**src/hdl/spims_pkg.sv**
```systemverilog
package spims_pkg;

  // Largest transfer in bytes; the shift registers are sized from it.
  localparam int MAX_BYTES = 4;
  localparam int WORD_W    = 8 * MAX_BYTES;
  localparam int BITS_W    = $clog2(WORD_W + 1);

  // Fixed field widths.
  localparam int TX_W       = 32;
  localparam int RX_W       = 32;
  localparam int COUNT_W    = 3;
  localparam int CFG_IDX_W  = 1;
  localparam int CFG_DATA_W = 2;

  // Item kinds.
  localparam logic KIND_TICK  = 1'b0;
  localparam logic KIND_START = 1'b1;

  // Configuration register indexes.
  typedef enum logic [CFG_IDX_W-1:0] {
    CFG_SPI_MODE  = 1'b0,
    CFG_MSB_FIRST = 1'b1
  } cfg_reg_t;

  typedef struct packed {
    logic                  kind;
    logic [TX_W-1:0]       tx_word;
    logic [COUNT_W-1:0]    byte_count;
    logic                  miso;
  } in_item_t;

  typedef struct packed {
    logic                  sclk;
    logic                  mosi;
    logic                  busy_res;
    logic                  done_res;
    logic [RX_W-1:0]       rx_word;
  } out_item_t;

  typedef struct packed {
    logic                  we;
    logic [CFG_IDX_W-1:0]  index;
    logic [CFG_DATA_W-1:0] data;
  } cfg_wr_t;

endpackage

```
**src/hdl/spims_in_stage.sv**
```systemverilog
module spims_in_stage (
  input  logic                clk,
  input  logic                rst,
  input  logic                in_valid,
  output logic                in_stall,
  input  spims_pkg::in_item_t in_item,
  input  logic                take,
  output logic                full,
  output spims_pkg::in_item_t held
);

  // Take a new item whenever the slot is empty or is being drained.
  assign in_stall = full && !take;

  always_ff @(posedge clk) begin
    if (rst) begin
      full <= 1'b0;
    end else if (!in_stall) begin
      full <= in_valid;
    end
  end

  always_ff @(posedge clk) begin
    if (!in_stall && in_valid) begin
      held <= in_item;
    end
  end

endmodule

```
**src/hdl/spims_core.sv**
```systemverilog
module spims_core (
  input  logic                 clk,
  input  logic                 rst,
  input  logic                 advance,
  input  spims_pkg::in_item_t  item,
  input  spims_pkg::cfg_wr_t   cfg,
  output spims_pkg::out_item_t res
);

  localparam int W  = spims_pkg::WORD_W;
  localparam int BW = spims_pkg::BITS_W;

  logic [W-1:0]  tx_shift, tx_shift_next;
  logic [W-1:0]  rx_shift, rx_shift_next;
  logic [BW-1:0] bits_left, bits_left_next;
  logic          half_phase, half_phase_next;
  logic          active, active_next;
  logic          clock_level, clock_level_next;
  logic          data_level, data_level_next;
  logic [1:0]    spi_mode;
  logic          msb_first;
  logic [1:0]    run_mode, run_mode_next;
  logic          run_msb, run_msb_next;
  logic          done;

  logic [BW-1:0] width_bits;
  logic [W-1:0]  word_masked;
  logic          cpol, cpha;

  // Transfer length in bits; zero counts as one byte, large counts saturate.
  always_comb begin
    if (item.byte_count == '0) begin
      width_bits = BW'(8);
    end else if (int'(item.byte_count) > spims_pkg::MAX_BYTES) begin
      width_bits = BW'(W);
    end else begin
      width_bits = BW'(8 * int'(item.byte_count));
    end
    word_masked = W'(item.tx_word) & ~({W{1'b1}} << width_bits);
  end

  assign cpol = run_mode[1];
  assign cpha = run_mode[0];

  always_comb begin
    tx_shift_next    = tx_shift;
    rx_shift_next    = rx_shift;
    bits_left_next   = bits_left;
    half_phase_next  = half_phase;
    active_next      = active;
    clock_level_next = clock_level;
    data_level_next  = data_level;
    run_mode_next    = run_mode;
    run_msb_next     = run_msb;
    done             = 1'b0;

    if (item.kind == spims_pkg::KIND_START) begin
      if (!active) begin
        run_mode_next    = spi_mode;
        run_msb_next     = msb_first;
        // MSB first: left-justify so the first bit sits at the top.
        tx_shift_next    = msb_first ? (word_masked << (BW'(W) - width_bits)) : word_masked;
        rx_shift_next    = '0;
        bits_left_next   = width_bits;
        half_phase_next  = 1'b0;
        active_next      = 1'b1;
        clock_level_next = spi_mode[1];
        if (!spi_mode[0]) begin
          data_level_next = msb_first ? tx_shift_next[W-1] : tx_shift_next[0];
          tx_shift_next   = msb_first ? (tx_shift_next << 1) : (tx_shift_next >> 1);
        end
      end
    end else if (active) begin
      if (!half_phase) begin
        // leading edge
        clock_level_next = ~cpol;
        if (!cpha) begin
          rx_shift_next = {rx_shift[W-2:0], item.miso};
        end else begin
          data_level_next = run_msb ? tx_shift[W-1] : tx_shift[0];
          tx_shift_next   = run_msb ? (tx_shift << 1) : (tx_shift >> 1);
        end
        half_phase_next = 1'b1;
      end else begin
        // trailing edge
        clock_level_next = cpol;
        if (cpha) begin
          rx_shift_next = {rx_shift[W-2:0], item.miso};
        end
        half_phase_next = 1'b0;
        if (bits_left != '0) begin
          bits_left_next = bits_left - BW'(1);
        end
        if (bits_left_next == '0) begin
          active_next = 1'b0;
          done        = 1'b1;
        end else if (!cpha) begin
          data_level_next = run_msb ? tx_shift[W-1] : tx_shift[0];
          tx_shift_next   = run_msb ? (tx_shift << 1) : (tx_shift >> 1);
        end
      end
    end
  end

  always_comb begin
    res.sclk     = clock_level_next;
    res.mosi     = data_level_next;
    res.busy_res = active_next;
    res.done_res = done;
    res.rx_word  = done ? spims_pkg::RX_W'(rx_shift_next) : '0;
  end

  always_ff @(posedge clk) begin
    if (rst) begin
      tx_shift    <= '0;
      rx_shift    <= '0;
      bits_left   <= '0;
      half_phase  <= 1'b0;
      active      <= 1'b0;
      clock_level <= 1'b0;
      data_level  <= 1'b0;
      spi_mode    <= 2'd0;
      msb_first   <= 1'b1;
      run_mode    <= 2'd0;
      run_msb     <= 1'b0;
    end else begin
      if (advance) begin
        tx_shift    <= tx_shift_next;
        rx_shift    <= rx_shift_next;
        bits_left   <= bits_left_next;
        half_phase  <= half_phase_next;
        active      <= active_next;
        clock_level <= clock_level_next;
        data_level  <= data_level_next;
        run_mode    <= run_mode_next;
        run_msb     <= run_msb_next;
      end
      if (cfg.we) begin
        if (cfg.index == spims_pkg::CFG_SPI_MODE) begin
          spi_mode <= cfg.data[1:0];
          // idle clock follows the new polarity right away
          if (!active) begin
            clock_level <= cfg.data[1];
          end
        end else if (cfg.index == spims_pkg::CFG_MSB_FIRST) begin
          msb_first <= cfg.data[0];
        end
      end
    end
  end

  a_active_has_bits: assert property (@(posedge clk) disable iff (rst)
    active |-> (bits_left != '0))
    else $error("active transfer with no bits left");

  a_idle_phase: assert property (@(posedge clk) disable iff (rst)
    !active |-> !half_phase)
    else $error("idle with half phase set");

  a_done_ends: assert property (@(posedge clk) disable iff (rst)
    (advance && res.done_res) |=> !active)
    else $error("transfer still active after done");

endmodule

```
**src/hdl/spims_out_stage.sv**
```systemverilog
module spims_out_stage (
  input  logic                 clk,
  input  logic                 rst,
  input  logic                 load,
  input  spims_pkg::out_item_t res,
  output logic                 ready,
  output logic                 out_valid,
  input  logic                 out_stall,
  output spims_pkg::out_item_t held
);

  // Slot frees up when empty or when the held item leaves this cycle.
  assign ready = !out_valid || !out_stall;

  always_ff @(posedge clk) begin
    if (rst) begin
      out_valid <= 1'b0;
    end else if (ready) begin
      out_valid <= load;
    end
  end

  always_ff @(posedge clk) begin
    if (ready && load) begin
      held <= res;
    end
  end

endmodule

```
**src/hdl/spi_master_shift_engine_top.sv**
```systemverilog
// SPI master shift engine for modes 0 to 3. A start item (kind 1) loads a
// 1 to 4 byte word and its byte count; each tick item (kind 0) is one half
// bit period, and every accepted item returns exactly one result item with
// the sclk and mosi pin levels after that item, busy, done, and on done the
// received word (first bit received at bit 8*byte_count-1). Mode and bit
// order come from the spi_mode and msb_first registers and are latched at
// start; writing spi_mode while no transfer runs moves the held clock level
// to the new idle level, and sclk shows it in the next result item. A start
// while busy and a tick while idle leave the state as it is. Rate: one item
// per clock while the result side does not stall. Each item passes through
// the input register, then the pin state update in the core, which feeds
// the result register. Both channels are valid/stall; in_stall rises only
// when both registers are full and the result side stalls.
module spi_master_shift_engine_top (
  input  logic                                 clk,
  input  logic                                 rst,
  // configuration
  input  logic                                 cfg_we,
  input  logic [spims_pkg::CFG_IDX_W-1:0]      cfg_index,
  input  logic [spims_pkg::CFG_DATA_W-1:0]     cfg_data,
  // input items
  input  logic                                 in_valid,
  output logic                                 in_stall,
  input  logic                                 kind,
  input  logic [spims_pkg::TX_W-1:0]           tx_word,
  input  logic [spims_pkg::COUNT_W-1:0]        byte_count,
  input  logic                                 miso,
  // result items
  output logic                                 out_valid,
  input  logic                                 out_stall,
  output logic                                 sclk,
  output logic                                 mosi,
  output logic                                 busy_res,
  output logic                                 done_res,
  output logic [spims_pkg::RX_W-1:0]           rx_word
);

  spims_pkg::in_item_t  in_item;
  spims_pkg::in_item_t  held_item;
  spims_pkg::out_item_t core_res;
  spims_pkg::out_item_t out_item;
  spims_pkg::cfg_wr_t   cfg;
  logic                 in_full;
  logic                 out_ready;
  logic                 advance;

  assign in_item.kind       = kind;
  assign in_item.tx_word    = tx_word;
  assign in_item.byte_count = byte_count;
  assign in_item.miso       = miso;

  assign cfg.we    = cfg_we;
  assign cfg.index = cfg_index;
  assign cfg.data  = cfg_data;

  // An item moves from the input register into the core whenever the result
  // register can take its result in the same cycle.
  assign advance = in_full && out_ready;

  spims_in_stage u_in (
    .clk      (clk),
    .rst      (rst),
    .in_valid (in_valid),
    .in_stall (in_stall),
    .in_item  (in_item),
    .take     (out_ready),
    .full     (in_full),
    .held     (held_item)
  );

  spims_core u_core (
    .clk     (clk),
    .rst     (rst),
    .advance (advance),
    .item    (held_item),
    .cfg     (cfg),
    .res     (core_res)
  );

  spims_out_stage u_out (
    .clk       (clk),
    .rst       (rst),
    .load      (advance),
    .res       (core_res),
    .ready     (out_ready),
    .out_valid (out_valid),
    .out_stall (out_stall),
    .held      (out_item)
  );

  assign sclk     = out_item.sclk;
  assign mosi     = out_item.mosi;
  assign busy_res = out_item.busy_res;
  assign done_res = out_item.done_res;
  assign rx_word  = out_item.rx_word;

endmodule
```
**config.mk**
```make
export PLATFORM = sky130hd
export DESIGN_NAME = spi_master_shift_engine_top
export DESIGN_NICKNAME = d
export VERILOG_FILES = /design/src/hdl/spims_pkg.sv /design/src/hdl/spims_in_stage.sv /design/src/hdl/spims_core.sv /design/src/hdl/spims_out_stage.sv /design/src/hdl/spi_master_shift_engine_top.sv
export SDC_FILE = /design/constraint.sdc
export NUM_CORES = 1
export LEC_CHECK = 0
export BUFFER_PORTS_ARGS = -buffer_cell sky130_fd_sc_hd__buf_2
export CAP_MARGIN = 15
export CELL_PAD_IN_SITES_DETAIL_PLACEMENT = 1
export CELL_PAD_IN_SITES_GLOBAL_PLACEMENT = 2
export CORE_ASPECT_RATIO = 1.1
export CORE_MARGIN = 4
export CORE_UTILIZATION = 38
export CTS_BUF_LIST = sky130_fd_sc_hd__clkbuf_4
export CTS_CLUSTER_DIAMETER = 40
export DETAILED_ROUTE_END_ITERATION = 6
export PLACE_DENSITY = 0.89
export SLEW_MARGIN = 30
export SYNTH_ARGS = -nofsm -noshare
export SYNTH_HDL_FRONTEND = slang
export SYNTH_SLANG_ARGS = --single-unit
```
**constraint.sdc**
```tcl
create_clock -name clk -period 3.4 [get_ports clk]
set_input_delay 0 -clock clk [delete_from_list [all_inputs] [get_ports clk]]
set_output_delay 0 -clock clk [all_outputs]
set_load 0.01 [all_outputs]
```
==> results of run 1 <==
## repair_timing
action	4_1_cts	5_1_grt
hold buffers	48	0
resized for setup	0	1
hold endpoints to repair	71	0
setup endpoints to repair	0	1
## stage by stage
stage                     worst slack, ns  power, mW  utilization  std cells  hold slack (ns)
after floorplan                     0.461       2.45            -        914           0.0989
after global placement              0.485       2.65        0.418       1233            0.178
after detailed placement            0.326       2.65        0.418       1233            0.178
after CTS                           0.278       3.95        0.455       1313           0.0756
after global routing                0.154       4.10        0.456       1314           0.0909
final                               0.414       3.93        0.456       1314            0.119
## cells by family (layout without fill, tap and decap cells)
family                     count (synthesis)  in the layout  synth area share
and+or+nand+nor                          310            310             0.186
buffers and inverters                     94            203            0.0458
AOI/OAI and AO/OA                        320            320             0.256
adders and majority gates                  6              6           0.00914
muxes                                     23             23            0.0292
xor gates and xnor gates                   6              6           0.00640
other                                      0              1                 0
DFF                                      155            155             0.467
## worst reg2reg max path, delay by kind of cell (launching register included)
kind                     cells  cell delay, ns
AO/OA/AOI/OAI                5            1.11
AND/OR/NAND/NOR              3            0.90
flip-flops                   1            0.42
adder cells (fa/ha/maj)      1            0.34
buffers and inverters        1            0.18
## Yosys cell counts (all sizes together) (15+ instances only)
master	count	area [um^2]
a211oi	26	195
clkbuf	61	229
nor2	58	218
edfxtp	73	2190
nor2b	20	125
nand3	30	155
o21ai	44	224
inv	15	56.3
a22oi	36	270
dfxtp	82	1640
a21oi	119	607
buf	18	91.3
nand2	125	472
mux2i	15	150
## where the power goes
group / leakage [nW] / internal (mW) / total [mW] / switching [mW]
combinational: 1.84 / 0.222 / 0.577 / 0.356
clock: 0.167 / 0.420 / 1.26 / 0.844
sequential: 1.35 / 2.02 / 2.09 / 0.0696
total: 3.36 / 2.66 / 3.93 / 1.27
## layer usage
metal  track usage  routed length, um  vias up
li1              -                  -     3600
met1         0.305              12000     3808
met2         0.358              12800      211
met4        0.0806                765        0
met3        0.0296               1100       51
met5             0                  0        -
## final timing paths
kind	end	slack, ns	cells past startpoint
worst max register to register	u_core.tx_shift[24]$_SDFFE_PP0P_	0.41	10
worst min-delay path	u_in.held[0]$_DFFE_PP_	0.12	2
worst max-delay path	u_core.tx_shift[24]$_SDFFE_PP0P_	0.41	10
worst min register to register	u_core.run_mode[1]$_SDFFE_PP0P_	0.49	2
## state kept, by name (all words and copies together) (netlist names)
register and count:
u_core.run_msb 1, u_in.full 1, u_out.held 36, u_core.msb_first 1, u_core.run_mode 2, u_core.clock_level 1, u_in.held 37, u_core.tx_shift 32
u_core.data_level 1, u_core.rx_shift 32, u_core.bits_left 6, u_out.out_valid 1, u_core.spi_mode 2, u_core.half_phase 1, u_core.active 1
## layout make-up
class,instances,area [um^2],area share
multi-input combinational,665,4030,0.415
sequential,155,3830,0.395
clock inverter,15,191,0.0197
tap,290,363,0.0374
timing repair buffer,156,1100,0.113
clock buffer,17,128,0.0131
inverter,15,56.3,0.00580
antenna,1,2.50,0.000258
==> results_dict.tcl, run 1 <==
set metrics [dict create \
    drc 0 \
    slowest_stage "or4b_4" \
    clk_path_buf_depth 2 \
    cts_buffers 17 \
    cp-end-kind "register" \
    power.density_mw_per_mm2 405 \
    tns_ns 0 \
    grt_use_total 0.222 \
    hp-class "primary input to register" \
    post_cts_buffers 0 \
    synthCells 914 \
    grt_pass1_vias 7735 \
    crit_chain "nor2b_1, nor2_1, inv_1, ha_2, or4b_4, a21oi_4, a32oi_2, a221oi_2, a21bo_1, o21ai_2" \
    yosysUniqueCellTypes 77 \
    rsz0062_at_grt "false" \
    outcome "completed" \
    timing.fmax_ghz 0.335 \
    final_common_cell "nand2_1" \
    place.gp.congestion 0.913 \
    drv_slew 0 \
    slew_headroom 0.367 \
    initial_core_util 0.386 \
    dp_hpwl_mm 17.7 \
    ys.flop_type "dfxtp_1" \
    wirelength_mm 26.6 \
    core_area_mm2 0.0213 \
    setup_violations 0 \
    final_cell_mix "124 x nand2_1, 118 x a21oi_1, 82 x buf_2" \
    irDropWorstVdd_uv 221 \
    arrival_ns 3.50 \
    timing.final.crit_share 0.878 \
    power_leakage_nw 3.36 \
    dr.pass1.iters 6 \
    syn2layout_area_growth_pct 18.1 \
    yosysSeqAreaShare 0.467 \
    critical_path_required_ns 3.92 \
    grt_max_degree 71 \
    hold_violations 0 \
    wire_per_inst_um 20.2 \
    fill_cells 2541 \
    vias 7670 \
    grt_first_pass_wirelength_mm 42.6 \
    ys_seq_elements 155 \
    dr.first_iter.drc_count 682 \
    syn_avg_cell_area_um2 8.99 \
    yosysWarnings 0 \
    nNetsFinal 1061 \
    cts_root_buffer "clkbuf_4" \
    dpl_cell_area_mm2 0.00890 \
    antenna_found_initial 1 \
    io_pins 83 \
    io_buffers 82 \
    r2r_start "u_in.held[2]$_DFFE_PP_" \
    drive_above_1_share 0.164 \
    crit_type "register to register" \
    num_rows 56 \
    die-area_mm2 0.0240 \
    syn_area_mm2 0.00822 \
    async_flop_share 0 \
    grt-ovfl-total 0 \
    viasPerCell 5.84 \
    finalCriticalPeriod_ns 2.99 \
    maxCapViolations 0 \
    final_cell_area_mm2 0.00971 \
    cts_tree "done" \
    min_from "miso" \
    clk_latency_ns 0.59 \
    worstMarginPinSlew_ns 0.947 \
    cpLargestDelayFamily "compound AO/OA/AOI/OAI gates" \
    ant_nets 0 \
    crit_buf_inv 1 \
    die_x_um 148 \
    syn-num-nets 965 \
    htreeDepth 4 \
    fin_skew_ns 0.0225 \
    die_h_um 162 \
    cts.clk_slew.worst_paths_ns 0.16 \
    synth_edf_count 73 \
    worstSetupStartpoint "u_in.held[2]$_DFFE_PP_" \
    cts_sinks 155 \
    worstPathMaxFanout 16 \
    cpPeakStageDelay_ns 0.55 \
    start_kind "register" \
]
No activity file was read; power rests on OpenSTA's default activity.
==> inputs of run 2 (changes only) <==
Settings changed: BUFFER_PORTS_ARGS -buffer_cell sky130_fd_sc_hd__buf_2 to -buffer_cell sky130_fd_sc_hd__buf_4.
==> run 2 against run 1 <==
Net effect:
- sequential share of layout area is 0.63 points lower
- register-to-register slack lost 0.07 ns
- worst setup slack worse by 0.067 ns
- critical path depth is the same
- die area is the same
- clock power shrank 6%
- clock skew rose by 0.0028 ns
- via count up 0.23%
- largest cell class unchanged
==> results_dict.tcl, run 2 (synthesis results as in run 1) <==
set metrics [dict create \
    critPathMostFrequentCell "a21oi_1" \
    cpPeakStageDelay_ns 0.46 \
    cts_buffers 17 \
    slowest_stage "a21oi_1" \
    cts_tree "done" \
    finalCriticalPeriod_ns 3.05 \
    start_kind "register" \
    p_int_mw 2.61 \
    rrSetupSlack_ns 0.35 \
    final_common_cell "nand2_1" \
    initial_core_util 0.386 \
    setup_slack_ns 0.347 \
    hold_ws_ns 0.0926 \
    viasPerCell 5.87 \
    grt_max_degree 71 \
    power_switching_mw 1.27 \
    nNetsFinal 1057 \
    core_area_mm2 0.0213 \
    largest_register "u_in.held" \
    timing.fmax_ghz 0.328 \
    worstPathMaxFanout 10 \
    htreeDepth 4 \
    drv_slew 0 \
    grt_pass1_vias 7800 \
    dr.pass1.iters 5 \
    drc 0 \
    cp-end-kind "register" \
    crit_chain "nor2b_1, nor2_1, inv_1, ha_2, xnor2_1, nand3_1, a21oi_1, a21oi_1, a311o_1, o31ai_1" \
    fill_cells 2515 \
    outcome "completed" \
    place.gp.congestion 0.897 \
    wirelength_mm 27.3 \
    arrival_ns 3.54 \
    cts_sinks 155 \
    cts.clk_slew.worst_paths_ns 0.18 \
    place_ws_ns 0.355 \
    ant_nets 0 \
    clkPwrFrac 0.306 \
    maxCapViolations 0 \
    vias 7688 \
    r2r_start "u_in.held[1]$_DFFE_PP_" \
    dpl_cell_area_mm2 0.00911 \
    io_buffers 82 \
    tns_ns 0 \
    post_cts_buffers 0 \
    fin_skew_ns 0.0253 \
    slew_headroom 0.366 \
    die_h_um 162 \
    irDropWorstVdd_uv 258 \
    final-seq-area_mm2 0.00383 \
    final_cell_mix "124 x nand2_1, 118 x a21oi_1, 106 x buf_4" \
    crit_type "register to register" \
    whs_path_depth 3 \
    cts_root_buffer "clkbuf_4" \
    switching_share 0.327 \
    io_pins 83 \
    worstReg2RegEnd "u_core.tx_shift[28]$_SDFFE_PP0P_" \
    multiInputGateArea_mm2 0.00403 \
    worstMarginPinSlew_ns 0.950 \
    hold_violations 0 \
    rsz0062_at_grt "false" \
    grt_first_pass_wirelength_mm 43.6 \
    power_leakage_nw 3.41 \
    dr.first_iter.drc_count 630 \
    hp-class "primary input to register" \
    num_rows 56 \
    clk_path_buf_depth 2 \
    grt_use_total 0.228 \
    dp_hpwl_mm 18.2 \
    drive_above_1_share 0.165 \
    power.density_mw_per_mm2 393 \
    hold_path_end "u_core.rx_shift[0]$_SDFFE_PP0P_" \
    grt-ovfl-total 0 \
    clk_latency_ns 0.58 \
    ff2ff_path_depth 10 \
    critical_path_required_ns 3.89 \
    final_cell_area_mm2 0.00986 \
    top_regs "u_in.held: 37 flops, u_out.held: 36 flops" \
    min_from "rst" \
    setup_violations 0 \
    wire_per_inst_um 20.8 \
    die_x_um 148 \
    syn2layout_area_growth_pct 20.1 \
    largest_reg_flops 37 \
    die-area_mm2 0.0240 \
    timing.final.crit_share 0.898 \
    seqPwrFrac 0.539 \
    antenna_found_initial 1 \
    power_frac_comb 0.155 \
    fin_util 0.463 \
]
## run 2: cell count changes in the layout (fill, tap and decap cells not counted)
| cell | delta |
|---|---|
| buf_12 | -1 |
| buf_16 | +1 |
| buf_2 | -82 |
| buf_4 | +81 |
| bufinv_16 | -1 |
| clkinv_4 | +1 |
| clkinvlp_4 | +1 |
| dlygate4sd3_1 | -3 |
| inv_6 | -2 |
| inv_8 | +1 |
| nor2_1 | -1 |
| nor2_2 | +1 |
## run 2: worst max-delay path: cells and delay by family (launching register included)
family                   cells  cell delay, ns
adder cells (fa/ha/maj)      1            0.36
XOR/XNOR                     1            0.18
AND/OR/NAND/NOR              3            0.70
AO/OA/AOI/OAI                4            1.08
flip-flops                   1            0.43
buffers and inverters        1            0.21
## run 2: power by group through the flow
stage	sequential (mW)	combinational (mW)	clock, mW
after detailed placement	2.13	0.550	0
after CTS	2.09	0.594	1.22
final	2.09	0.600	1.19
after global routing	2.10	0.650	1.32
after floorplan	2.11	0.342	0
after global placement	2.13	0.537	0
## run 2: per-stage QoR
stage	cells	total power, mW
5_1_grt	1310	4.07
4_1_cts	1309	3.90
2_1_floorplan	914	2.45
3_5_place_dp	1232	2.68
6_report	1310	3.88
3_3_place_gp	1231	2.67
## run 2: layout make-up
cell class              instances  area share
multi-input cells             665       0.409
clock inverters                15      0.0174
diodes                          1    0.000254
flip-flops and latches        155       0.389
well taps                     290      0.0368
clock buffers                  17      0.0129
inverters                      15     0.00571
repair buffers                152       0.129
## run 2: what timing repair did
action | 4_1_cts | 5_1_grt
gates resized for setup | 0 | 1
hold buffers | 45 | 0
hold endpoints to repair | 56 | 0
endpoints found under the setup margin | 0 | 2
## run 2: layer usage
layer,GRT usage,share of wire,vias to the layer above,wire length [um]
met2,0.370,0.48,220,13000
met4,0.0798,0.028,0,761
met1,0.309,0.45,3828,12300
met5,0,0,-,0
li1,-,-,3594,-
met3,0.0368,0.046,46,1250
## run 2: worst max-delay path by stage
stage          depth (start not counted)  slack [ns]                                to                   start
2_1_floorplan                         12        0.46  u_core.tx_shift[24]$_SDFFE_PP0P_  u_in.held[3]$_DFFE_PP_
3_3_place_gp                          10        0.46  u_core.tx_shift[28]$_SDFFE_PP0P_  u_in.held[2]$_DFFE_PP_
3_5_place_dp                          10        0.36  u_core.tx_shift[28]$_SDFFE_PP0P_  u_in.held[2]$_DFFE_PP_
4_1_cts                               10        0.29  u_core.tx_shift[28]$_SDFFE_PP0P_  u_in.held[2]$_DFFE_PP_
5_1_grt                               10        0.08  u_core.tx_shift[28]$_SDFFE_PP0P_  u_in.held[1]$_DFFE_PP_
6_report                              10        0.35  u_core.tx_shift[28]$_SDFFE_PP0P_  u_in.held[1]$_DFFE_PP_
==> inputs of run 3 (changes only) <==
Settings changed: CORE_UTILIZATION 38 to 30, PLACE_DENSITY 0.89 to 0.74.
Clock period 3.4 ns to 3.95 ns, I/O delays scaled along.
==> run 3 against run 2 <==
Net effect:
- wire length rose by 3.0%
- via count is 1.4% lower
- critical path depth increased by 1
- critical endpoint is now u_core.tx_shift[24]$_SDFFE_PP0P_
- largest power group unchanged
- register-to-register slack gained 0.53 ns
- largest cell class unchanged
- count of clock-buffer cells in the layout increased by 3
- cell count up 5.6%
- worst setup slack improved by 0.53 ns
- critical path type unchanged
==> results_dict.tcl, run 3 (synthesis results as in run 1) <==
set metrics [dict create \
    outcome "completed" \
    fin_cells 1383 \
    io_pins 83 \
    cts_tree "done" \
    wirelength_mm 28.1 \
    grt_pass1_vias 7923 \
    grt-ovfl-total 0 \
    tns_ns 0 \
    finalCriticalPeriod_ns 3.08 \
    clk_latency_ns 0.61 \
    wire_per_inst_um 20.3 \
    nNetsFinal 1061 \
    clk_path_buf_depth 2 \
    viasPerCell 5.48 \
    worstPathMaxFanout 10 \
    irDropWorstVdd_uv 164 \
    crit_type "register to register" \
    syn2layout_area_growth_pct 21.4 \
    core_area_mm2 0.0270 \
    final_cell_area_mm2 0.00997 \
    final_common_cell "nand2_1" \
    vias 7578 \
    cts_buffers 17 \
    dp.cells 1301 \
    cts-resized-gates 0 \
    place.gp.congestion 0.849 \
    grt_max_degree 71 \
    dr.first_iter.drc_count 490 \
    dr.pass1.iters 5 \
    grt_use_total 0.186 \
    arrival_ns 3.62 \
    hold_violations 0 \
    slew_headroom 0.413 \
    cp-end-kind "register" \
    die_x_um 166 \
    ant_nets 0 \
    power_leakage_nw 3.43 \
    hp-class "primary input to register" \
    timing.fmax_ghz 0.325 \
    antenna_found_initial 2 \
    start_kind "register" \
    drive_above_1_share 0.161 \
    drc 0 \
    cts_root_buffer "clkbuf_4" \
    worstMarginPinSlew_ns 0.881 \
    setup_violations 0 \
    maxCapViolations 0 \
    dpl_cell_area_mm2 0.00921 \
    dp_hpwl_mm 18.7 \
    initial_core_util 0.305 \
    rsz0062_at_grt "false" \
    power.density_mw_per_mm2 339 \
    cts_sinks 155 \
    num_rows 63 \
    largest_reg_flops 37 \
    final_cell_mix "124 x nand2_1, 118 x a21oi_1, 108 x buf_4" \
    top_regs "u_in.held: 37 flops, u_out.held: 36 flops" \
    fin_skew_ns 0.0387 \
    cts.clk_slew.worst_paths_ns 0.16 \
    timing.final.crit_share 0.779 \
    io_buffers 82 \
    largest_register "u_in.held" \
    drv_slew 0 \
    grt_first_pass_wirelength_mm 45.0 \
    htreeDepth 4 \
    die_h_um 182 \
    die-area_mm2 0.0301 \
    critical_path_required_ns 4.50 \
]
[run 3: changes by cell type in the layout (fill, tap and decap cells not counted), moves of 3 or more]
cell,change
clkbuf_4,+3
clkinv_1,+3
clkinv_8,-3
inv_8,-4
[run 3: worst paths after layout]
path / from / slack (ns) / depth (start not counted) / endpoint
setup reg to reg: u_in.held[2]$_DFFE_PP_ / 0.87 / 11 / u_core.tx_shift[24]$_SDFFE_PP0P_
hold reg to reg: u_core.run_mode[1]$_SDFFE_PP0P_ / 0.48 / 2 / u_core.run_mode[1]$_SDFFE_PP0P_
hold / removal: rst / 0.07 / 3 / u_core.rx_shift[8]$_SDFFE_PP0P_
setup / recovery: u_in.held[2]$_DFFE_PP_ / 0.87 / 11 / u_core.tx_shift[24]$_SDFFE_PP0P_
[run 3: timing repair]
action | 4_1_cts | 5_1_grt
hold buffers | 47 | 0
endpoints found under the hold margin | 50 | 0
setup buffers | 0 | 0
[run 3: final cells by class]
class                           instances  area [um^2]
Sequential cell                       155         3830
Antenna cell                            3         7.51
Tap cell                              357          447
Clock buffer                           20          150
Fill cell                            3186        17000
Inverter                               15         56.3
Multi-Input combinational cell        665         4030
Timing Repair Buffer                  156         1310
Clock inverter                         12          138
[run 3: stage by stage]
stage           util  power (mW)  setup WS (ns)  hold slack (ns)
3_3_place_gp   0.340        2.31          0.941            0.179
4_1_cts        0.370        3.42          0.890           0.0477
3_5_place_dp   0.341        2.32          0.904            0.179
6_report       0.370        3.38          0.872           0.0742
5_1_grt        0.370        3.53          0.679           0.0595
2_1_floorplan      -        2.11           1.01           0.0989
[run 3: power breakdown]
part	switching, mW	leakage [nW]	total, mW	internal [mW]
Sequential	0.0674	1.35	1.81	1.74
Clock	0.652	0.160	1.06	0.408
Combinational	0.303	1.92	0.513	0.211
[run 3: critical path: stages (launching register included)]
cell and delay (ns):
edfxtp_1 0.40, nor2b_1 0.16, nor2_1 0.17, inv_1 0.17, ha_1 0.33, buf_4 0.21, or4b_4 0.52, a21oi_4 0.31
a32oi_2 0.17, a221oi_2 0.26, a21bo_1 0.24, o21ai_2 0.10
[run 3: metal layers]
layer  GRT usage  up-vias  routed length (um)
li1            -     3604                   -
met1       0.247     3799               13000
met2       0.313      141               13700
met3      0.0331       34                 998
met4      0.0492        0                 415
met5           0        -                   0
